`config.mk`:
```
export PLATFORM = sky130hd
export DESIGN_NAME = cdr_cfg
export DESIGN_NICKNAME = d
export VERILOG_FILES = /design/src/rtl/core/cdr_pkg.sv /design/src/rtl/core/cdr_cfg.sv
export SDC_FILE = /design/constraint.sdc
export NUM_CORES = 1
export LEC_CHECK = 0
export BUFFER_PORTS_ARGS = -buffer_cell sky130_fd_sc_hd__buf_2
export CAP_MARGIN = 20
export CORE_ASPECT_RATIO = 1.25
export CORE_UTILIZATION = 42
export CTS_CLUSTER_DIAMETER = 60
export DETAILED_ROUTE_END_ITERATION = 8
export GPL_TIMING_DRIVEN = 0
export PLACE_DENSITY = 0.76
export SETUP_SLACK_MARGIN = 0.02
export SYNTH_ARGS = -nofsm -noshare
export SYNTH_HDL_FRONTEND = slang
export SYNTH_SLANG_ARGS = --single-unit
```
`constraint.sdc`:
```
create_clock -name clk -period 1.2 [get_ports clk]
set_clock_uncertainty 0.2 [all_clocks]
set_input_delay 0.06 -clock clk [delete_from_list [all_inputs] [get_ports clk]]
set_output_delay 0.06 -clock clk [all_outputs]
set_load 0.03 [all_outputs]
```
`src/rtl/core/cdr_pkg.sv`:
```
package cdr_pkg;

    localparam int SAMPLE_W         = 32;
    localparam int DIFF_W           = 33;
    localparam int CHANNEL_W        = 6;
    localparam int CC_W             = 7;
    localparam int RCC_W            = 17;
    localparam int MIX_W            = 16;
    localparam int ROMR_W           = 24;
    localparam int FRAC_W           = 16;
    localparam int WRAP_W           = 64;
    localparam int PADDR_W          = 4;
    localparam int PDATA_W          = 32;
    localparam int MAX_CHANNELS_DEF = 64;

    localparam logic [CC_W-1:0]   CC_RESET   = CC_W'(1);
    localparam logic [RCC_W-1:0]  RCC_RESET  = RCC_W'(65536);
    localparam logic [MIX_W-1:0]  MIX_RESET  = '0;
    localparam logic [ROMR_W-1:0] ROMR_RESET = ROMR_W'(65536);

    typedef struct packed {
        logic [CC_W-1:0]   channel_count;
        logic [RCC_W-1:0]  recip_channel_count;
        logic [MIX_W-1:0]  mix_ratio;
        logic [ROMR_W-1:0] recip_one_minus_ratio;
    } cfg_t;

    typedef enum logic [1:0] {
        REG_CHANNEL_COUNT,
        REG_RECIP_CHANNEL_COUNT,
        REG_MIX_RATIO,
        REG_RECIP_ONE_MINUS_RATIO
    } reg_idx_t;

    typedef enum logic [2:0] {
        ST_IDLE,
        ST_ACC,
        ST_MEAN,
        ST_TERM,
        ST_READ,
        ST_MUL,
        ST_OUT
    } state_t;

endpackage

```
`src/rtl/core/cdr_cfg.sv`:
```
module cdr_cfg (
    input  logic                         clk,
    input  logic                         rst_n,
    input  logic                         psel,
    input  logic                         penable,
    input  logic                         pwrite,
    input  logic [cdr_pkg::PADDR_W-1:0]  paddr,
    input  logic [cdr_pkg::PDATA_W-1:0]  pwdata,
    output logic [cdr_pkg::PDATA_W-1:0]  prdata,
    output logic                         pready,
    output cdr_pkg::cfg_t                cfg
);
    import cdr_pkg::*;

    cfg_t     cfg_reg;
    cfg_t     cfg_next;
    reg_idx_t idx;
    logic     wr_en;

    assign idx    = reg_idx_t'(paddr[3:2]);
    assign wr_en  = psel && penable && pwrite;
    assign pready = 1'b1;
    assign cfg    = cfg_reg;

    always_comb
    begin
        cfg_next = cfg_reg;
        if (wr_en)
        begin
            case (idx)
                REG_CHANNEL_COUNT:         cfg_next.channel_count = pwdata[CC_W-1:0];
                REG_RECIP_CHANNEL_COUNT:   cfg_next.recip_channel_count = pwdata[RCC_W-1:0];
                REG_MIX_RATIO:             cfg_next.mix_ratio = pwdata[MIX_W-1:0];
                REG_RECIP_ONE_MINUS_RATIO: cfg_next.recip_one_minus_ratio = pwdata[ROMR_W-1:0];
                default:                   cfg_next = cfg_reg;
            endcase
        end
    end

    always_comb
    begin
        case (idx)
            REG_CHANNEL_COUNT:         prdata = PDATA_W'(cfg_reg.channel_count);
            REG_RECIP_CHANNEL_COUNT:   prdata = PDATA_W'(cfg_reg.recip_channel_count);
            REG_MIX_RATIO:             prdata = PDATA_W'(cfg_reg.mix_ratio);
            REG_RECIP_ONE_MINUS_RATIO: prdata = PDATA_W'(cfg_reg.recip_one_minus_ratio);
            default:                   prdata = '0;
        endcase
    end

    always_ff @(posedge clk or negedge rst_n)
    begin
        if (!rst_n)
        begin
            cfg_reg.channel_count         <= CC_RESET;
            cfg_reg.recip_channel_count   <= RCC_RESET;
            cfg_reg.mix_ratio             <= MIX_RESET;
            cfg_reg.recip_one_minus_ratio <= ROMR_RESET;
        end
        else
        begin
            cfg_reg <= cfg_next;
        end
    end

endmodule

```
Word-level counts from Yosys, hierarchy flattened:

Index checks and enable logic that the tools add are counted.

* bits in registers: 64
* memories kept: 0
* latch bits: 0
* bits in writable memories: 0
* memory bits (read-only): 0

* shift operators: 0
* equal/unequal tests: 3
* reduce and logical (&&, ||, !) cells: 7
* order comparisons: 0
* bitwise gates (word level): 0
* multiply operators: 0
* div/mod/pow operators: 0
* add/sub/neg operators: 0
* multiplexer cells: 1

Operator list (number)
* one-hot mux 32 bit (4 select lines): 1
* AND reduction 2 bit: 4
* equality test 2 bit, second input constant: 2
* equality test 2 x 1 -> 1 bit, second input constant: 1
* logical AND 1 bit: 2
* logical NOT 2 bit: 1

Longest topological paths before layout:

Gate-level depths: netlist of run 1.

* depth in word-level cells: 3
* gate-level depth with buffers: 5
* mapped depth without buffers: 3

Worst setup path after synthesis of run 1:

No wires, ideal clock.

* path kind: input to register
* from: in paddr[2] (netlist name)
* to: reg cfg_reg (netlist bit cfg[29])
* path slack: -326 ps
* library setup time: 125 ps
* required time: 875 ps
* buffers on the path: 2
* cell stages on the path: 4
* arrival time: 1201 ps
* path through: buf_2 nor3b_2 buf_4 mux2_2

* longest elaborated chain between the ends: 2

RTL lines
* start, declared: RTL line cdr_cfg.sv:7 `input logic [cdr_pkg::PADDR_W-1:0] paddr,`
* equality test 2 bit: RTL line cdr_cfg.sv:30 `case (idx)`
* AND reduction 2 bit (no source line)
* end signal, assigned: RTL line cdr_cfg.sv:62 `cfg_reg <= cfg_next;`
* end, declared: RTL line cdr_cfg.sv:15 `cfg_t cfg_reg;`

No other way between the ends.
A chain may end at the register's enable or synchronous reset.

Worst setup path in the final report of run 1:

* from: reg cfg_reg (netlist bit cfg[25])
* to: out prdata[1] (netlist name)

* longest elaborated chain between the ends: 1

RTL lines
* one-hot mux 32 bit (4 select lines): RTL line cdr_cfg.sv:42 `case (idx)`
* end, declared: RTL line cdr_cfg.sv:9 `output logic [cdr_pkg::PDATA_W-1:0] prdata,`

No other way between the ends. The select of a mux whose other input is x is not followed.

==> results of run 1 <==
==> critical path, cell delays in order (launching register included) <==
cell     delay [ns]
dfrtp_2        0.43
mux4_2         0.49
buf_6          0.16
==> timing repair <==
action	CTS	global route
gates resized for setup	208	52
setup endpoints to repair	109	109
hold endpoints to repair	125	61
pin swaps	3	2
cloned	1	0
buffers inserted	44	41
==> power by group through the flow <==
stage          combinational [W]  clock (W)  sequential, W
5_1_grt                  0.00584    0.00219        0.00324
6_report                 0.00563    0.00210        0.00320
2_1_floorplan            0.00144          0        0.00414
4_1_cts                  0.00500    0.00210        0.00314
3_3_place_gp             0.00332          0        0.00314
3_5_place_dp             0.00337          0        0.00318
==> synthesized netlist by cell type (all sizes together), types with 2 or more instances <==
cell type,instances
mux2,73
dfrtp,61
buf,17
a22o,9
and3,7
mux4,7
clkbuf,4
dfstp,3
conb,2
nor2b,2
==> area by class of cell <==
cell class	instances	area, µm²
repair buffers	216	2160
flip-flops and latches	64	1650
multi-input cells	114	1530
fillers	289	821
plain buffers	20	189
clock buffers	11	141
well taps	87	109
clock inverters	5	80.1
==> how the worst max path moves through the flow <==
stage / start / end / depth (start not counted)
after floorplan: pwrite / cfg[41] / 5
after global placement: paddr[2] / cfg[29] / 5
after detailed placement: paddr[2] / cfg[29] / 5
after CTS: cfg[0] / prdata[0] / 2
after global routing: cfg[25] / prdata[1] / 2
final: cfg[25] / prdata[1] / 2
==> metrics by stage <==
| stage | setup TNS [ns] | area (µm²) | cells | util (%) | hold WS, ns |
|---|---|---|---|---|---|
| global placement | -53.99 | 4030 | 404 | 60.2 | 0.0900 |
| detailed placement | -27.96 | 4030 | 404 | 60.3 | 0.0104 |
| floorplan | -6.56 | 3330 | 199 | - | -0.436 |
| finish | -12.08 | 5870 | 517 | 87.7 | -0.401 |
| CTS | -10.73 | 5530 | 489 | 82.7 | -0.358 |
| global route | -14.07 | 5870 | 517 | 87.7 | -0.317 |
==> cells by family (layout without fill, tap and decap cells) <==
logic type / Yosys count / after routing / synth area share (%)
buffers and inverters: 21 / 252 / 5.16
multiplexers: 81 / 81 / 34.5
flip-flops: 64 / 64 / 53.9
AO/OA/AOI/OAI: 9 / 9 / 2.64
AND/OR/NAND/NOR: 15 / 15 / 3.61
other: 2 / 9 / 0.252
==> layer usage <==
metal / vias up / part of all wire (%)
li1: 1150 / -
met1: 1347 / 39
met2: 91 / 55
met3: 14 / 4.7
met4: 0 / 1.5
met5: - / 0
==> qor.yml, run 1 <==
pin_count: 138
async_flop_share_pct: 100
cts_hold_buf: 24
use_met3_pct: 5.50
drive_above_1_share_pct: 86.7
swShare_pct: 35.6
final_nets: 466
power_switching_w: 0.00389
totalWireLength_um: 11100
total_power_w: 0.0109
clock-sinks: 64
status: "complete, but fails checks"
synth-edff-count: 0
use_met2_pct: 49.3
sequentialPowerShare_pct: 29.3
diodes: 0
hold_violations: 61
worst_pin_slew_ns: 0.824
gp_congestion: 0.739
avgSynthCellArea_um2: 15.5
p_leak_nw: 2.82
cts_max_path_buffers: 2
die_x_um: 77.3
grt.busiest_layer: "met2"
grt_max_degree: 65
overflow: 0
yosys_warnings: 0
h-tree-depth: 3
dpl.hpwl_um: 5230
clk_pin_slew_worst_paths_ns: 0.08
worstReg2RegEnd: "cfg[30]"
via_per_inst: 5.03
drv_slew: 0
cts_made_buffers: 9
ff2ff_path_depth: 3
cts_tree: "done"
synth_top_area_cell: "dfrtp_1"
period_needed_ns: 1.68
antenna_found_initial: 0
drt_iter0_drc: 127
violations: "hold timing, setup timing"
cap_violations: 0
synth_area_leaders: "dfrtp_1 (51%), mux2_2 (24%), mux4_2 (5.3%)"
fmax_mhz: 596
drc: 0
insertion_delay_ns: 0.33
crit_required_ns: 0.94
syn-cell-area_um2: 2980
place_ws_ns: -0.556
rsz0062_at_grt: "true"
final_common_cell: "buf_6"
crit_path_end_kind: "output port"
whs_ns: -0.401
hold_path_class: "in -> async"
dieHeight_um: 96.2
vdd_ir_drop_max_mv: 1.22
grtUsageMet1_pct: 31.5
dr_total_vias: 2602
arrival_ns: 1.42
core_um2: 6690
root_buffer: "clkbuf_8"
fin_crit_sh_pct: 140
initial_core_util_pct: 44.6
critical_path_class: "reg -> out"
power.density_nw_per_um2: 1860
synth_cell_type_count: 21
first_global_vias: 2750
ant_nets: 0
ys_seq_area_share_pct: 53.9
path_max_fanout: 3
area_delta_synth_final_pct: 96.9
p_int_w: 0.00703
cp-start-kind: "register"
combPwrFrac_pct: 51.5
largest_reg_flops: 64
rr_startpoint: "cfg[30]"
final.setup.worst_slack_ns: -0.477
wl_per_cell_um: 21.4
relSlewSlack_pct: 45.1
reg2reg_setup_slack_ns: -0.04
row_count: 33
first_pass_iters: 4
grt_pass1_wl_um: 14800
grt_usage_pct: 27.3
p_clk_share_pct: 19.2
yosys_most_used_dff: "dfrtp_1"
netlist_instances: 192
setup_violations: 80
io_buffers: 118
layout_common_cells: "buf_6 (144), mux2_4 (45), dfrtp_2 (39)"
synth_top_cell_area_share_pct: 51.2
die_area_um2: 7440
synth-seq-cells: 64
Note: power is estimated with default switching activity, not from simulation.
==> inputs of run 2 (changes only) <==
SKIP_CTS_REPAIR_TIMING = 1   (was unset)
==> run 2 against run 1 <==
  * The flow still finishes with violations (hold timing, setup timing)
  * Flip-flop and latch count is the same
  * Maximum frequency grew 0.54%
  * Die area is the same
  * Register-to-register slack gained 0.02 ns
  * Sequential share of layout area grew 2.4 points
  * Setup slack gained 0.0090 ns
  * Critical path depth is the same
  * Worst hold slack gained 0.0099 ns
  * Sequential power grew 2%
  * Largest power group unchanged
  * Global-route usage shrank 6.6 points
  * Non-clock buffer count shrank 39
==> qor.yml, run 2 (synthesis gave the netlist of run 1 again) <==
status: "complete, but fails checks"
violations: "hold timing, setup timing"
overflow: 0
antenna_found_initial: 0
drv_slew: 0
fin_crit_sh_pct: 139
total_power_w: 0.00992
cts_tree: "done"
swShare_pct: 36.0
vdd_ir_drop_max_mv: 1.01
place_area_um2: 4030
final_nets: 427
whs_ns: -0.391
period_needed_ns: 1.67
root_buffer: "clkbuf_8"
first_global_vias: 2179
row_count: 33
crit_slowest_cell: "mux4_2"
drc: 0
p_int_w: 0.00635
crit_path_end_kind: "output port"
cap_violations: 0
drt_iter0_drc: 121
multi_input_area_um2: 1520
core_um2: 6690
largest_reg_flops: 64
hold_violations: 61
p_leak_nw: 2.58
arrival_ns: 1.41
worst_pin_slew_ns: 0.830
io_buffers: 118
h-tree-depth: 3
instances_no_fill: 478
worstPathCellList: "mux4_2 > buf_6"
final_area_um2: 5400
routed.top_layer: "met4"
die_x_um: 77.3
gp_congestion: 0.739
crit_required_ns: 0.94
fillers: 367
dpl.hpwl_um: 5230
wl_per_cell_um: 19.4
route.met3.wl_um: 390
p_clk_share_pct: 20.9
critical_path_class: "reg -> out"
die_area_um2: 7440
path_max_fanout: 3
grt_usage_pct: 20.7
sequentialPowerShare_pct: 32.8
grt_max_degree: 65
final_common_cell: "buf_6"
regArea_um2: 1650
drive_above_1_share_pct: 85.2
power_switching_w: 0.00357
diodes: 0
insertion_delay_ns: 0.34
slowest_delay_ns: 0.49
met2RoutedLength_um: 5080
hold_path_class: "in -> async"
power.density_nw_per_um2: 1840
clk_pin_slew_worst_paths_ns: 0.08
dr_total_vias: 2394
cts_max_path_buffers: 2
grt_pass1_wl_um: 11400
final.setup.worst_slack_ns: -0.468
relSlewSlack_pct: 44.7
clock-sinks: 64
ant_nets: 0
area_delta_synth_final_pct: 81.2
dieHeight_um: 96.2
cp-start-kind: "register"
initial_core_util_pct: 44.6
combPwrFrac_pct: 46.3
via_per_inst: 5.01
cts_made_buffers: 9
m1WireLength_um: 3730
setup_violations: 53
pin_count: 138
totalWireLength_um: 9280
first_pass_iters: 4
layout_common_cells: "buf_6 (94), mux2_4 (44), buf_4 (39), dfrtp_2 (39)"
rsz0062_at_grt: "true"
fmax_mhz: 600
dp.cells: 404
-- run 2: cell types whose count changed in the layout (fill, tap and decap cells not counted), sizes merged --
cell,previous run,this run
buf,210,167
clkbuf,13,17
-- run 2: stage by stage --
step                setup WS [ns]  utilization (%)  setup TNS (ns)
floorplan                  -0.222                -           -6.56
global placement           -0.555             60.2          -53.99
detailed placement         -0.556             60.3          -27.96
CTS                        -0.523             63.6          -13.34
global route               -0.497             80.8          -11.70
finish                     -0.468             80.8           -9.94
-- run 2: power groups by stage --
stage               sequential (W)  clock [W]  combinational, W
finish                     0.00325    0.00208           0.00459
global route               0.00330    0.00221           0.00477
CTS                        0.00315    0.00210           0.00338
detailed placement         0.00318          0           0.00337
global placement           0.00314          0           0.00332
floorplan                  0.00414          0           0.00144
-- run 2: critical path, delay by kind of cell, from the launching register on --
kind / cells / cell delay [ns]
multiplexers: 1 / 0.49
buffers and inverters: 1 / 0.16
flip-flops: 1 / 0.42
-- run 2: area by class of cell --
cell class	count	share of cell area, %
timing repair buffer	177	31.5
sequential	64	30.6
multi-input combinational	114	28.1
buffer	20	3.64
clock buffer	11	2.62
tap	87	2.02
clock inverter	5	1.48
-- run 2: layer usage --
layer  vias to the layer above  global-route usage [%]
met3                         7                    4.08
met4                         0                    8.49
met2                        87                    33.8
met1                      1228                    27.0
li1                       1072                       -
met5                         -                       0
-- run 2: worst paths after layout --
check	start	endpoint	slack, ns	cells after the start
worst max-delay path	cfg[0]	prdata[0]	-0.47	2
worst min-delay path	rst_n	cfg[23]	-0.39	1
worst max register to register	cfg[32]	cfg[32]	-0.02	3
worst min register to register	cfg[5]	cfg[5]	0.34	1
max in group asynchronous	rst_n	cfg[14]	0.56	1
min in group clk	paddr[3]	cfg[55]	0.09	3
